--- config.mk ---
export PLATFORM = sky130hd
export DESIGN_NAME = per_cpu_preemption_tracker_top
export DESIGN_NICKNAME = d
export VERILOG_FILES = /design/src/sv/pcpt_pkg.sv /design/src/sv/pcpt_entry_mem.sv /design/src/sv/pcpt_update.sv /design/src/sv/per_cpu_preemption_tracker_top.sv
export SDC_FILE = /design/constraint.sdc
export NUM_CORES = 1
export LEC_CHECK = 0
export BUFFER_PORTS_ARGS = -buffer_cell sky130_fd_sc_hd__buf_4
export CORE_UTILIZATION = 56
export CTS_BUF_LIST = sky130_fd_sc_hd__clkbuf_8
export DETAILED_ROUTE_END_ITERATION = 16
export GPL_ROUTABILITY_DRIVEN = 0
export PLACE_DENSITY = 0.73
export RECOVER_POWER = 50
export SLEW_MARGIN = 20
export SYNTH_ARGS = -nofsm -noshare
export SYNTH_HDL_FRONTEND = slang
export SYNTH_SLANG_ARGS = --single-unit
--- constraint.sdc ---
create_clock -name i_clk -period 6.45 [get_ports i_clk]
set_input_delay 0.9675 -clock i_clk [delete_from_list [all_inputs] [get_ports i_clk]]
set_output_delay 0.9675 -clock i_clk [all_outputs]
set_load 0.01 [all_outputs]
--- src/sv/pcpt_pkg.sv ---
// Package for the per-CPU preemption tracker: item types, operation and
// status codes, entry layout and the eligibility helper. No dependencies.
`default_nettype none

package pcpt_pkg;

    localparam int CPU_COUNT_DEF   = 16;
    localparam int NESTING_MAX_DEF = 255;

    // Operation codes
    localparam logic [3:0] FN_INIT      = 4'd0;
    localparam logic [3:0] FN_ONLINE    = 4'd1;
    localparam logic [3:0] FN_OFFLINE   = 4'd2;
    localparam logic [3:0] FN_IRQ_ENTER = 4'd3;
    localparam logic [3:0] FN_IRQ_EXIT  = 4'd4;
    localparam logic [3:0] FN_DISABLE   = 4'd5;
    localparam logic [3:0] FN_ENABLE    = 4'd6;
    localparam logic [3:0] FN_REQUEST   = 4'd7;
    localparam logic [3:0] FN_CANCEL    = 4'd8;
    localparam logic [3:0] FN_QUERY     = 4'd9;
    localparam logic [3:0] FN_TAKE      = 4'd10;
    localparam logic [3:0] FN_SNAPSHOT  = 4'd11;
    localparam logic [3:0] FN_CLEAR     = 4'd12;

    // Status codes
    localparam logic [3:0] ST_OK             = 4'd0;
    localparam logic [3:0] ST_NOT_INIT       = 4'd1;
    localparam logic [3:0] ST_POISONED       = 4'd2;
    localparam logic [3:0] ST_ALREADY_INIT   = 4'd3;
    localparam logic [3:0] ST_INVALID_CPU    = 4'd4;
    localparam logic [3:0] ST_OFFLINE        = 4'd5;
    localparam logic [3:0] ST_ALREADY_ONLINE = 4'd6;
    localparam logic [3:0] ST_LAST_CPU       = 4'd7;
    localparam logic [3:0] ST_BUSY           = 4'd8;
    localparam logic [3:0] ST_OVERFLOW       = 4'd9;
    localparam logic [3:0] ST_UNDERFLOW      = 4'd10;
    localparam logic [3:0] ST_NOT_ELIGIBLE   = 4'd11;

    typedef struct packed {
        logic [3:0] func;
        logic [7:0] cpu_sel;
    } t_in_item;

    typedef struct packed {
        logic [3:0] status;
        logic       eligible;
        logic [7:0] snap_irq_lvl;
        logic [7:0] snap_pre_cnt;
        logic       snap_resched_req;
        logic       snap_online;
    } t_out_item;

    // One CPU entry as held in the memory
    typedef struct packed {
        logic [7:0] irq_lvl;
        logic [7:0] pre_cnt;
        logic       resched_req;
        logic       online;
    } t_entry;

    // Control from the update logic to the memory and global flags
    typedef struct packed {
        logic mem_we;
        logic mem_clr;
        logic init_n;
        logic poison_n;
    } t_ctl;

    function automatic logic f_eligible(input t_entry e);
        return e.online && (e.irq_lvl == 8'd0) && (e.pre_cnt == 8'd0)
               && e.resched_req;
    endfunction

endpackage

`default_nettype wire

--- src/sv/pcpt_entry_mem.sv ---
// Per-CPU entry memory: one write and one registered read port, with a
// valid bit per entry so a clear-all needs no pass over the entries. Uses pcpt_pkg.
`default_nettype none

module pcpt_entry_mem
    import pcpt_pkg::*;
#(
    parameter int DEPTH = CPU_COUNT_DEF,
    parameter int AW    = (DEPTH > 1) ? $clog2(DEPTH) : 1
) (
    input  wire logic          i_clk,
    input  wire logic          i_rst_n,
    input  wire logic          i_rd_en,
    input  wire logic [AW-1:0] i_rd_addr,
    output t_entry             o_rd_data,
    input  wire logic          i_wr_en,
    input  wire logic [AW-1:0] i_wr_addr,
    input  wire t_entry        i_wr_data,
    input  wire logic          i_clr
);

    t_entry r_mem [DEPTH];
    logic   r_vld [DEPTH];
    t_entry r_rd_data;
    logic   r_rd_vld;

    always_ff @(posedge i_clk) begin
        if (i_wr_en) begin
            r_mem[i_wr_addr] <= i_wr_data;
        end
        if (i_rd_en) begin
            r_rd_data <= r_mem[i_rd_addr];
        end
    end

    // clear-all and a write may coincide (init): the write wins for its entry
    always_ff @(posedge i_clk) begin
        if (!i_rst_n) begin
            for (int k = 0; k < DEPTH; k++) r_vld[k] <= 1'b0;
            r_rd_vld <= 1'b0;
        end else begin
            for (int k = 0; k < DEPTH; k++) begin
                if (i_wr_en && (i_wr_addr == AW'(k))) begin
                    r_vld[k] <= 1'b1;
                end else if (i_clr) begin
                    r_vld[k] <= 1'b0;
                end
            end
            if (i_rd_en) begin
                r_rd_vld <= r_vld[i_rd_addr];
            end
        end
    end

    assign o_rd_data = r_rd_vld ? r_rd_data : '0;

endmodule

`default_nettype wire

--- src/sv/pcpt_update.sv ---
// Event decode and entry update: gate checks, counter limits, status and
// eligibility from one entry read. Uses pcpt_pkg.
`default_nettype none

module pcpt_update
    import pcpt_pkg::*;
#(
    parameter int CPU_COUNT   = CPU_COUNT_DEF,
    parameter int NESTING_MAX = NESTING_MAX_DEF,
    parameter int TW          = $clog2(CPU_COUNT + 1)
) (
    input  wire t_in_item   i_item,
    input  wire t_entry     i_entry,
    input  wire logic [TW-1:0] i_total,
    input  wire logic       i_init,
    input  wire logic       i_poison,
    output t_entry          o_entry,
    output logic [TW-1:0]   o_total,
    output t_ctl            o_ctl,
    output t_out_item       o_result
);

    localparam int         COUNT_LIMIT = (NESTING_MAX < 255) ? NESTING_MAX : 255;
    localparam logic [7:0] LIMIT       = 8'(COUNT_LIMIT);

    logic in_range;

    assign in_range = (i_item.cpu_sel < 8'(CPU_COUNT));

    always_comb begin
        o_entry        = i_entry;
        o_total        = i_total;
        o_ctl.mem_we   = 1'b0;
        o_ctl.mem_clr  = 1'b0;
        o_ctl.init_n   = i_init;
        o_ctl.poison_n = i_poison;
        o_result       = '0;
        o_result.status = ST_OK;

        case (i_item.func)
            FN_INIT: begin
                if (i_init) begin
                    o_result.status = ST_ALREADY_INIT;
                end else if (!in_range) begin
                    o_result.status = ST_INVALID_CPU;
                end else begin
                    o_ctl.mem_clr  = 1'b1;
                    o_ctl.mem_we   = 1'b1;
                    o_entry        = '0;
                    o_entry.online = 1'b1;
                    o_total        = TW'(1);
                    o_ctl.init_n   = 1'b1;
                    o_ctl.poison_n = 1'b0;
                end
            end
            FN_CLEAR: begin
                o_ctl.mem_clr  = 1'b1;
                o_total        = '0;
                o_ctl.init_n   = 1'b0;
                o_ctl.poison_n = 1'b0;
            end
            default: begin
                if (i_item.func inside {[FN_ONLINE:FN_SNAPSHOT]}) begin
                    if (i_poison) begin
                        o_result.status = ST_POISONED;
                    end else if (!i_init) begin
                        o_result.status = ST_NOT_INIT;
                    end else if (!in_range) begin
                        o_result.status = ST_INVALID_CPU;
                    end else if (i_item.func == FN_ONLINE) begin
                        if (i_entry.online) begin
                            o_result.status = ST_ALREADY_ONLINE;
                        end else begin
                            o_entry.online = 1'b1;
                            o_ctl.mem_we   = 1'b1;
                            o_total        = TW'(i_total + TW'(1));
                        end
                    end else if (i_item.func == FN_SNAPSHOT) begin
                        o_result.snap_irq_lvl     = i_entry.irq_lvl;
                        o_result.snap_pre_cnt     = i_entry.pre_cnt;
                        o_result.snap_resched_req = i_entry.resched_req;
                        o_result.snap_online      = i_entry.online;
                    end else if (!i_entry.online) begin
                        o_result.status = ST_OFFLINE;
                    end else begin
                        case (i_item.func)
                            FN_OFFLINE: begin
                                if (i_total <= TW'(1)) begin
                                    o_result.status = ST_LAST_CPU;
                                end else if (i_entry.irq_lvl != 8'd0 ||
                                             i_entry.pre_cnt != 8'd0 ||
                                             i_entry.resched_req) begin
                                    o_result.status = ST_BUSY;
                                end else begin
                                    o_entry.online = 1'b0;
                                    o_ctl.mem_we   = 1'b1;
                                    o_total        = TW'(i_total - TW'(1));
                                end
                            end
                            FN_IRQ_ENTER: begin
                                if (i_entry.irq_lvl >= LIMIT) begin
                                    o_ctl.poison_n  = 1'b1;
                                    o_result.status = ST_OVERFLOW;
                                end else begin
                                    o_entry.irq_lvl = i_entry.irq_lvl + 8'd1;
                                    o_ctl.mem_we    = 1'b1;
                                end
                            end
                            FN_IRQ_EXIT: begin
                                if (i_entry.irq_lvl == 8'd0) begin
                                    o_ctl.poison_n  = 1'b1;
                                    o_result.status = ST_UNDERFLOW;
                                end else begin
                                    o_entry.irq_lvl   = i_entry.irq_lvl - 8'd1;
                                    o_ctl.mem_we      = 1'b1;
                                    o_result.eligible = f_eligible(o_entry);
                                end
                            end
                            FN_DISABLE: begin
                                if (i_entry.pre_cnt >= LIMIT) begin
                                    o_ctl.poison_n  = 1'b1;
                                    o_result.status = ST_OVERFLOW;
                                end else begin
                                    o_entry.pre_cnt = i_entry.pre_cnt + 8'd1;
                                    o_ctl.mem_we    = 1'b1;
                                end
                            end
                            FN_ENABLE: begin
                                if (i_entry.pre_cnt == 8'd0) begin
                                    o_ctl.poison_n  = 1'b1;
                                    o_result.status = ST_UNDERFLOW;
                                end else begin
                                    o_entry.pre_cnt   = i_entry.pre_cnt - 8'd1;
                                    o_ctl.mem_we      = 1'b1;
                                    o_result.eligible = f_eligible(o_entry);
                                end
                            end
                            FN_REQUEST: begin
                                o_entry.resched_req = 1'b1;
                                o_ctl.mem_we        = 1'b1;
                            end
                            FN_CANCEL: begin
                                o_entry.resched_req = 1'b0;
                                o_ctl.mem_we        = 1'b1;
                            end
                            FN_QUERY: begin
                                o_result.eligible = f_eligible(i_entry);
                            end
                            FN_TAKE: begin
                                if (!f_eligible(i_entry)) begin
                                    o_result.status = ST_NOT_ELIGIBLE;
                                end else begin
                                    o_entry.resched_req = 1'b0;
                                    o_ctl.mem_we        = 1'b1;
                                end
                            end
                            default: begin
                                o_result.status = ST_OK;
                            end
                        endcase
                    end
                end
            end
        endcase
    end

endmodule

`default_nettype wire

--- src/sv/per_cpu_preemption_tracker_top.sv ---
// Top level of the per-CPU preemption tracker: handshakes, global flags and
// result register. Instantiates pcpt_entry_mem and pcpt_update; uses pcpt_pkg.
`default_nettype none

// Each item names an operation and a CPU and yields exactly one result item.
// The CPU entries (IRQ depth, preempt count, reschedule flag, online flag)
// sit in a one-port-read, one-port-write memory with a registered read; the
// online count, initialised flag and poison flag sit in registers. For each
// item, the edge that accepts it starts the entry read, and the next free
// edge decodes, writes the entry back and loads the result register. A new
// item is accepted only once the current one has been written back. Only one
// item is in flight, so a write-back always lands before the next read and
// no forwarding is needed. Init and clear empty every entry via per-entry
// valid bits; there is no clearing pass after reset. The next item is
// accepted while the previous result still waits in the output register.

module per_cpu_preemption_tracker_top
    import pcpt_pkg::*;
#(
    parameter int CPU_COUNT   = CPU_COUNT_DEF,
    parameter int NESTING_MAX = NESTING_MAX_DEF
) (
    input  wire logic     i_clk,
    input  wire logic     i_rst_n,
    input  wire logic     i_in_valid,
    output logic          o_in_ready,
    input  wire t_in_item i_in_item,
    output logic          o_out_valid,
    input  wire logic     i_out_ready,
    output t_out_item     o_out_item
);

    localparam int AW = (CPU_COUNT > 1) ? $clog2(CPU_COUNT) : 1;
    localparam int TW = $clog2(CPU_COUNT + 1);

    // Item in flight between read and write-back
    logic      r_pend;
    t_in_item  r_item;

    // Global state
    logic [TW-1:0] r_total;
    logic          r_init;
    logic          r_poison;

    // Result register
    logic      r_out_vld;
    t_out_item r_out;

    logic          accept;
    logic          fire;
    t_entry        rd_entry;
    t_entry        wr_entry;
    logic [TW-1:0] n_total;
    t_ctl          ctl;
    t_out_item     n_out;

    assign o_in_ready  = !r_pend;
    assign accept      = i_in_valid && !r_pend;
    // write-back needs a free result register
    assign fire        = r_pend && (!r_out_vld || i_out_ready);

    assign o_out_valid = r_out_vld;
    assign o_out_item  = r_out;

    pcpt_entry_mem #(
        .DEPTH (CPU_COUNT),
        .AW    (AW)
    ) u_mem (
        .i_clk     (i_clk),
        .i_rst_n   (i_rst_n),
        .i_rd_en   (accept),
        .i_rd_addr (i_in_item.cpu_sel[AW-1:0]),
        .o_rd_data (rd_entry),
        .i_wr_en   (fire && ctl.mem_we),
        .i_wr_addr (r_item.cpu_sel[AW-1:0]),
        .i_wr_data (wr_entry),
        .i_clr     (fire && ctl.mem_clr)
    );

    pcpt_update #(
        .CPU_COUNT   (CPU_COUNT),
        .NESTING_MAX (NESTING_MAX),
        .TW          (TW)
    ) u_update (
        .i_item   (r_item),
        .i_entry  (rd_entry),
        .i_total  (r_total),
        .i_init   (r_init),
        .i_poison (r_poison),
        .o_entry  (wr_entry),
        .o_total  (n_total),
        .o_ctl    (ctl),
        .o_result (n_out)
    );

    // control state
    always_ff @(posedge i_clk) begin
        if (!i_rst_n) begin
            r_pend    <= 1'b0;
            r_out_vld <= 1'b0;
            r_total   <= '0;
            r_init    <= 1'b0;
            r_poison  <= 1'b0;
        end else begin
            if (accept) begin
                r_pend <= 1'b1;
            end else if (fire) begin
                r_pend <= 1'b0;
            end

            if (fire) begin
                r_out_vld <= 1'b1;
                r_total   <= n_total;
                r_init    <= ctl.init_n;
                r_poison  <= ctl.poison_n;
            end else if (i_out_ready) begin
                r_out_vld <= 1'b0;
            end
        end
    end

    // payload
    always_ff @(posedge i_clk) begin
        if (accept) begin
            r_item <= i_in_item;
        end
        if (fire) begin
            r_out <= n_out;
        end
    end

endmodule

`default_nettype wire

==> impl_metrics.toml, run 1 <==
[run_status]
status = "finished, violations left"
violations = "capacitance limit, slew limit"

[timing]
fmax_mhz = 193.8
fin_crit_sh_pct = 79.98
timing.final.crit_period_ns = 5.159
max_slew_margin_pct = -113.3
hold_viol = 0
setup_viol = 0
slew_viol_final = 150
finClkSkew_ns = 0.02355
tightest_slew_ns = 3.193
tns_ns = 0
rsz0062_at_grt = "no"

[cells_and_area]
drive_gt1_share_pct = 21.31
nNetsFinal = 1109
mostFrequentLayoutCell = "edfxtp_1"
antenna_cells = 0
area.growth.synth_to_final_pct = 10.12
regArea_mm2 = 0.01083
stdcell_count = 1515
multi_input_area_mm2 = 0.005239
fillers = 2039
layout_common_cells = "348 x edfxtp_1, 95 x mux4_2, 65 x nand2_1"

[floorplan]
die_x_um = 173.2
num_rows = 62
dieArea_mm2 = 0.02999
die_height_um = 173.2
pin_count = 41
core_area_mm2 = 0.02878
start_util_pct = 57.01

[placed_design]
numPlacedInstances = 1407
port-buffer-count = 40
place_hpwl_mm = 23.07

[critical_path]
critPathTopFamily = "compound AO/OA/AOI/OAI gates"
required_ns = 6.42
path_depth = 4
crit_fanout = 23
cp_slowest_cell = "o311ai_0"
r2r_setup_slack_ns = 1.29
crit_start = "r_item[11]$_DFFE_PP_"
crit_chain = "or4_1 > nand4_1 > nor2_1 > o311ai_0"
endpoint_kind = "register"
cpPeakStageDelay_ns = 2.43
reg2regPathDepth = 4
crit_type = "register to register"
crit_path_end = "u_mem.r_mem[2][14]$_DFFE_PP_"
cp-start-kind = "register"
r2r-end = "u_mem.r_mem[2][14]$_DFFE_PP_"
cp.arrival_ns = 5.13
r2r-start = "r_item[11]$_DFFE_PP_"
path_buf_inv = 0

[power_and_ir_drop]
ir_drop_uv = 217.4
power_frac_comb_pct = 5.9
switching_share_pct = 23.52
p_leak_uw = 0.005878
p_total_uw = 4774
power_density_mw_per_mm2 = 264.2
pwr-share-seq_pct = 55.7
pwr-share-clk_pct = 38.4
power.switching_uw = 1123
p_int_uw = 3651

[clocking]
cts_hold_buf = 0
cts_made_buffers = 57
root_buffer = "clkbuf_8"
clk_latency_ns = 0.63
clockBufferDepth = 3
clk_pin_slew_worst_paths_ns = 0.06
cts_tree = "yes"
clkSinkCount = 367
cts_setup_buffers = 0
cts_resized = 0
cts-htree-levels = 2

[global_route]
grt_usage_pct = 24.63
grt_pass1_wl_mm = 56.35
antenna_found_initial = 0
grt_overflow = 0
grt_max_degree = 78
first_global_vias = 9534

[logic_synthesis]
synth_top_cell_by_area = "edfxtp_1"
yosysUniqueCellTypes = 79
ys_top_cells_by_area = "edfxtp_1 64%, mux4_2 13%, dfxtp_1 2.3%"
syn-instance-count = 1024
ys_seq_area_share_pct = 66.01
synth_area_mm2 = 0.01641
synth-edff-count = 348
synth_nets = 1051
synth_ff_type = "edfxtp_1"
async_reset_ff_share_pct = 0
synth_area_per_cell_um2 = 16.02
synth_top_area_share_pct = 63.69
ys_seq_elements = 367
ys_warn_count = 0

[route]
wl_met2_mm = 16.28
drtPass1Iterations = 5
ant_nets = 0
drc = 0
wl_met1_mm = 15.82
wl_met3_mm = 2.837
drt_iter0_markers = 1353
via_per_inst = 6.460
vias = 9787
avgRoutedWirePerCell_um = 23.63
wirelength_mm = 35.80
maxUsedRoutingLayer = "met4"

[worst_hold_path]
min_path_type = "register to register"

[job]
cap_violations = 5
## state kept, by name, indices dropped and copies added (netlist names), 5 cells and up
signal and flops:
u_mem.r_rd_data 18, o_out_item 23, r_total 5, u_mem.r_mem 288
r_item 12, u_mem.r_vld 16
## layout make-up
class	instances	area share, %
Inverter	10	0.2078
Clock inverter	47	1.343
Tap cell	384	2.659
Clock buffer	61	4.647
Timing Repair Buffer	70	2.202
Sequential cell	367	59.94
Multi-Input combinational cell	576	29.00
## worst min-delay path by stage
stage | startpoint | slack (ns) | to | cells past startpoint
floorplan | u_mem.r_vld[2]$_DFF_P_ | 0.41 | u_mem.r_vld[2]$_DFF_P_ | 2
global placement | u_mem.r_vld[2]$_DFF_P_ | 0.42 | u_mem.r_vld[2]$_DFF_P_ | 2
detailed placement | u_mem.r_vld[8]$_DFF_P_ | 0.43 | u_mem.r_vld[8]$_DFF_P_ | 2
CTS | u_mem.r_vld[8]$_DFF_P_ | 0.45 | u_mem.r_vld[8]$_DFF_P_ | 2
global route | u_mem.r_vld[1]$_DFF_P_ | 0.48 | u_mem.r_vld[1]$_DFF_P_ | 2
finish | u_mem.r_vld[8]$_DFF_P_ | 0.45 | u_mem.r_vld[8]$_DFF_P_ | 2
## worst min-delay path, stage by stage, from the launching register on
cell     delay [ns]
dfxtp_1        0.33
nand2_1        0.05
o41ai_1        0.05
## cells in the mapped netlist, drive strengths merged (15+ instances only)
| cell type | instances |
|---|---|
| edfxtp | 348 |
| mux4 | 95 |
| nand2 | 66 |
| nor2 | 59 |
| clkbuf | 44 |
| nand3 | 35 |
| a21oi | 31 |
| nor3 | 30 |
| o21ai | 28 |
| buf | 26 |
| o41ai | 24 |
| dfxtp | 19 |
| nor4 | 16 |
| nor2b | 15 |
## logic make-up after synthesis
kind of cell	after synthesis	share of synthesized area, %
AOI/OAI and AO/OA	159	6.993
xor gates and xnor gates	10	0.5338
adders and majority gates	11	0.8389
buffers and inverters	81	2.601
DFF	367	66.01
muxes	102	13.48
and+or+nand+nor	294	9.540
## through the flow
step / util [%] / hold WS [ns] / cell area [um2] / worst slack [ns]
2_1_floorplan: - / 0.4138 / 16410 / 1.593
3_3_place_gp: 59.53 / 0.4228 / 17130 / 2.421
3_5_place_dp: 59.53 / 0.4300 / 17130 / 2.215
4_1_cts: 63.29 / 0.4533 / 18210 / 2.190
5_1_grt: 62.78 / 0.4800 / 18070 / 1.010
6_report: 62.78 / 0.4525 / 18070 / 1.291
## layer usage
metal,global-route usage [%],up-vias
met5,0,-
met4,7.264,0
met3,4.529,80
met2,36.96,480
met1,37.22,4917
li1,-,4310
## power by group through the flow
stage                     combinational (uW)  sequential (uW)  clock, uW
after floorplan                          222             2680          0
after global placement                   286             2710          0
after detailed placement                 288             2710          0
after CTS                                289             2660       1870
after global routing                     306             2660       1980
final                                    283             2660       1830
Power figures use the tool's default switching activity.
==> run 2, diff against run 1 <==
ABC_AREA = 1   (was default)
clock period = 4.9 ns   (was 6.45 ns; I/O delays follow)
==> run 2 against run 1 <==
Effect of this change: the run still ends with capacitance limit, slew limit left; clock-buffer cell count is 4 lower; largest cell class unchanged; critical path type unchanged; global-route usage grew 2.1 points; largest power group unchanged; non-clock buffer count up 6; final area fell by 1.4%.
==> impl_metrics.toml, run 2 <==
[route]
ant_nets = 0
wirelength_mm = 38.39
via_per_inst = 6.080
drtPass1Iterations = 6
avgRoutedWirePerCell_um = 20.72
drt_iter0_markers = 1342
vias = 11270
drc = 0

[clocking]
cts_made_buffers = 56
cts_resized = 0
cts-htree-levels = 2
cts_setup_buffers = 0
clkSinkCount = 367
clockBufferDepth = 3
cts_hold_buf = 0
root_buffer = "clkbuf_8"
cts_tree = "yes"
clk_latency_ns = 0.61
clk_pin_slew_worst_paths_ns = 0.07

[logic_synthesis]
synth_top_cell_by_area = "edfxtp_1"
synth_area_mm2 = 0.01624
synth_top_area_share_pct = 64.35
syn-instance-count = 1370
synth-edff-count = 348
ys_seq_elements = 367
netlist_top_cells_count = "348 x edfxtp_1, 209 x nor2_1, 151 x nand2_1"
synth_ff_type = "edfxtp_1"
synth_nets = 1397
synth_area_per_cell_um2 = 11.85
ys_warn_count = 0
yosysUniqueCellTypes = 48
ys_seq_area_share_pct = 66.69
async_reset_ff_share_pct = 0
yosysMostFrequentCell = "edfxtp_1"
ys_top_cells_by_area = "edfxtp_1 64%, nor2_1 4.8%, o21ai_0 3.6%"

[timing]
tightest_slew_ns = 3.209
hold_viol = 0
hold_slack_ns = 0.3491
rsz0062_at_grt = "no"
fmax_mhz = 222.4
setup_viol = 0
finClkSkew_ns = 0.03552
max_slew_margin_pct = -113.9
timing.final.crit_period_ns = 4.497
fin_crit_sh_pct = 91.77
slew_viol_final = 219
tns_ns = 0
setup_slack_ns = 0.4033

[critical_path]
cpMostUsedCell = "nand2_1"
cpPeakStageDelay_ns = 0.91
endpoint_kind = "register"
crit_chain = "nand2_1 > ha_1 > nand2_1 > nor2_1 > nand2_4 > nand2_4 > nand2_2 > inv_2 > nand4_1 > nand2_1 > nand2_1 > nand2_1 > nand2_1 > nand2_1 > nor2_2"
r2r-start = "u_mem.r_rd_vld$_SDFFE_PN0P_"
r2r-end = "u_mem.r_mem[10][13]$_DFFE_PP_"
required_ns = 5.10
cp.arrival_ns = 4.70
crit_fanout = 20
critPathTopFamily = "simple AND/OR/NAND/NOR gates"
path_buf_inv = 1
crit_type = "register to register"
r2r_setup_slack_ns = 0.40
cp-start-kind = "register"
cp_slowest_cell = "dfxtp_1"
reg2regPathDepth = 15

[cells_and_area]
layout.core_utilization_pct = 63.25
nNetsFinal = 1462
multi_input_area_mm2 = 0.004811
drive_gt1_share_pct = 10.37
area.growth.synth_to_final_pct = 9.692
largest_register = "u_mem.r_mem"
largest_register_ffs = 288
layout_common_cells = "348 x edfxtp_1, 196 x nor2_1, 152 x nand2_1"
regArea_mm2 = 0.01083
mostFrequentLayoutCell = "edfxtp_1"
antenna_cells = 0
fillers = 2200

[floorplan]
start_util_pct = 57.66
num_rows = 61
pin_count = 41
die_height_um = 172.3
die_x_um = 172.3
core_area_mm2 = 0.02816
dieArea_mm2 = 0.02968

[worst_hold_path]
min_path_type = "input pin to register"
min_to = "r_item[10]$_DFFE_PP_"
hold-path-cell-count = 1
holdCritStartpoint = "i_in_item[10]"

[power_and_ir_drop]
power_frac_comb_pct = 7.9
ir_drop_uv = 193.8
pwr-share-seq_pct = 56.2
switching_share_pct = 24.59
p_leak_uw = 0.006435
power_density_mw_per_mm2 = 349.9
p_int_uw = 4701
p_total_uw = 6234
pwr-share-clk_pct = 35.8
power.switching_uw = 1533

[job]
cap_violations = 4

[placed_design]
place_hpwl_mm = 23.48
port-buffer-count = 40
dp_slack_ns = 0.4788

[global_route]
first_global_vias = 10730
grt_usage_pct = 26.69
grt_pass1_wl_mm = 59.75
grt_max_degree = 98
grt_overflow = 0
antenna_found_initial = 0

[run_status]
violations = "capacitance limit, slew limit"
status = "finished, violations left"
## run 2: changes by cell type after synthesis, moves of 15 or more
cell,delta
mux2i_1,+50
o32ai_1,+15
nor2b_1,-15
o41ai_1,-24
inv_1,+59
o21ai_0,+90
o211ai_1,+19
nor2_1,+150
nand2_1,+87
o221ai_1,+54
mux4_2,-95
## run 2: worst register-to-register path, stage by stage, from the launching register on
cell and delay (ns):
dfxtp_1 0.91, nand2_1 0.36, ha_1 0.32, nand2_1 0.07, nor2_1 0.07, nand2_4 0.09
nand2_4 0.10, nand2_2 0.14, inv_2 0.04, nand4_1 0.08, nand2_1 0.05, nand2_1 0.06
nand2_1 0.06, nand2_1 0.49, nand2_1 0.40, nor2_2 0.86
## run 2: cells by family after synthesis
| kind of cell | Yosys count | synth area share [%] |
|---|---|---|
| AND/OR/NAND/NOR | 491 | 13.44 |
| flip-flops | 367 | 66.69 |
| AO/OA/AOI/OAI | 278 | 10.95 |
| buffers and inverters | 151 | 3.768 |
| multiplexers | 55 | 3.390 |
| XOR/XNOR | 17 | 0.9169 |
| adder cells (fa/ha/maj) | 11 | 0.8475 |
## run 2: power by group through the flow
stage	registers, uW	logic, uW	clock network [uW]
final	3500	495	2230
after CTS	3500	502	2280
after global placement	3570	491	0
after detailed placement	3570	500	0
after floorplan	3560	330	0
after global routing	3510	541	2410
## run 2: area by class of cell
type                            instances  area share, %
Sequential cell                       367          60.80
Multi-Input combinational cell        852          27.01
Clock buffer                           57          4.404
Tap cell                              378          2.655
Timing Repair Buffer                   76          2.346
Inverter                               82          1.728
Clock inverter                         41          1.061
## run 2: how the worst max path moves through the flow
stage	start	to	cells after the start
3_3_place_gp	u_mem.r_rd_vld$_SDFFE_PN0P_	u_mem.r_mem[10][17]$_DFFE_PP_	15
2_1_floorplan	u_mem.r_rd_vld$_SDFFE_PN0P_	u_mem.r_mem[0][0]$_DFFE_PP_	18
6_report	u_mem.r_rd_vld$_SDFFE_PN0P_	u_mem.r_mem[10][13]$_DFFE_PP_	15
5_1_grt	u_mem.r_rd_vld$_SDFFE_PN0P_	u_mem.r_mem[10][17]$_DFFE_PP_	15
4_1_cts	u_mem.r_rd_vld$_SDFFE_PN0P_	u_mem.r_mem[10][13]$_DFFE_PP_	15
3_5_place_dp	u_mem.r_rd_vld$_SDFFE_PN0P_	u_mem.r_mem[10][13]$_DFFE_PP_	15
## run 2: layer usage
layer  vias up  part of all wire (%)  global-route usage, %
li1       5160                     -                      -
met1      5474                    42                  36.64
met2       548                    48                  43.67
met3        85                   7.8                  4.349
met4         0                   2.5                  8.388
met5         -                     0                      0
## run 2: per-stage QoR
step,instance area (um2),cells
2_1_floorplan,16240,1370
3_3_place_gp,17050,1755
3_5_place_dp,17050,1755
4_1_cts,18020,1853
5_1_grt,17810,1853
6_report,17810,1853
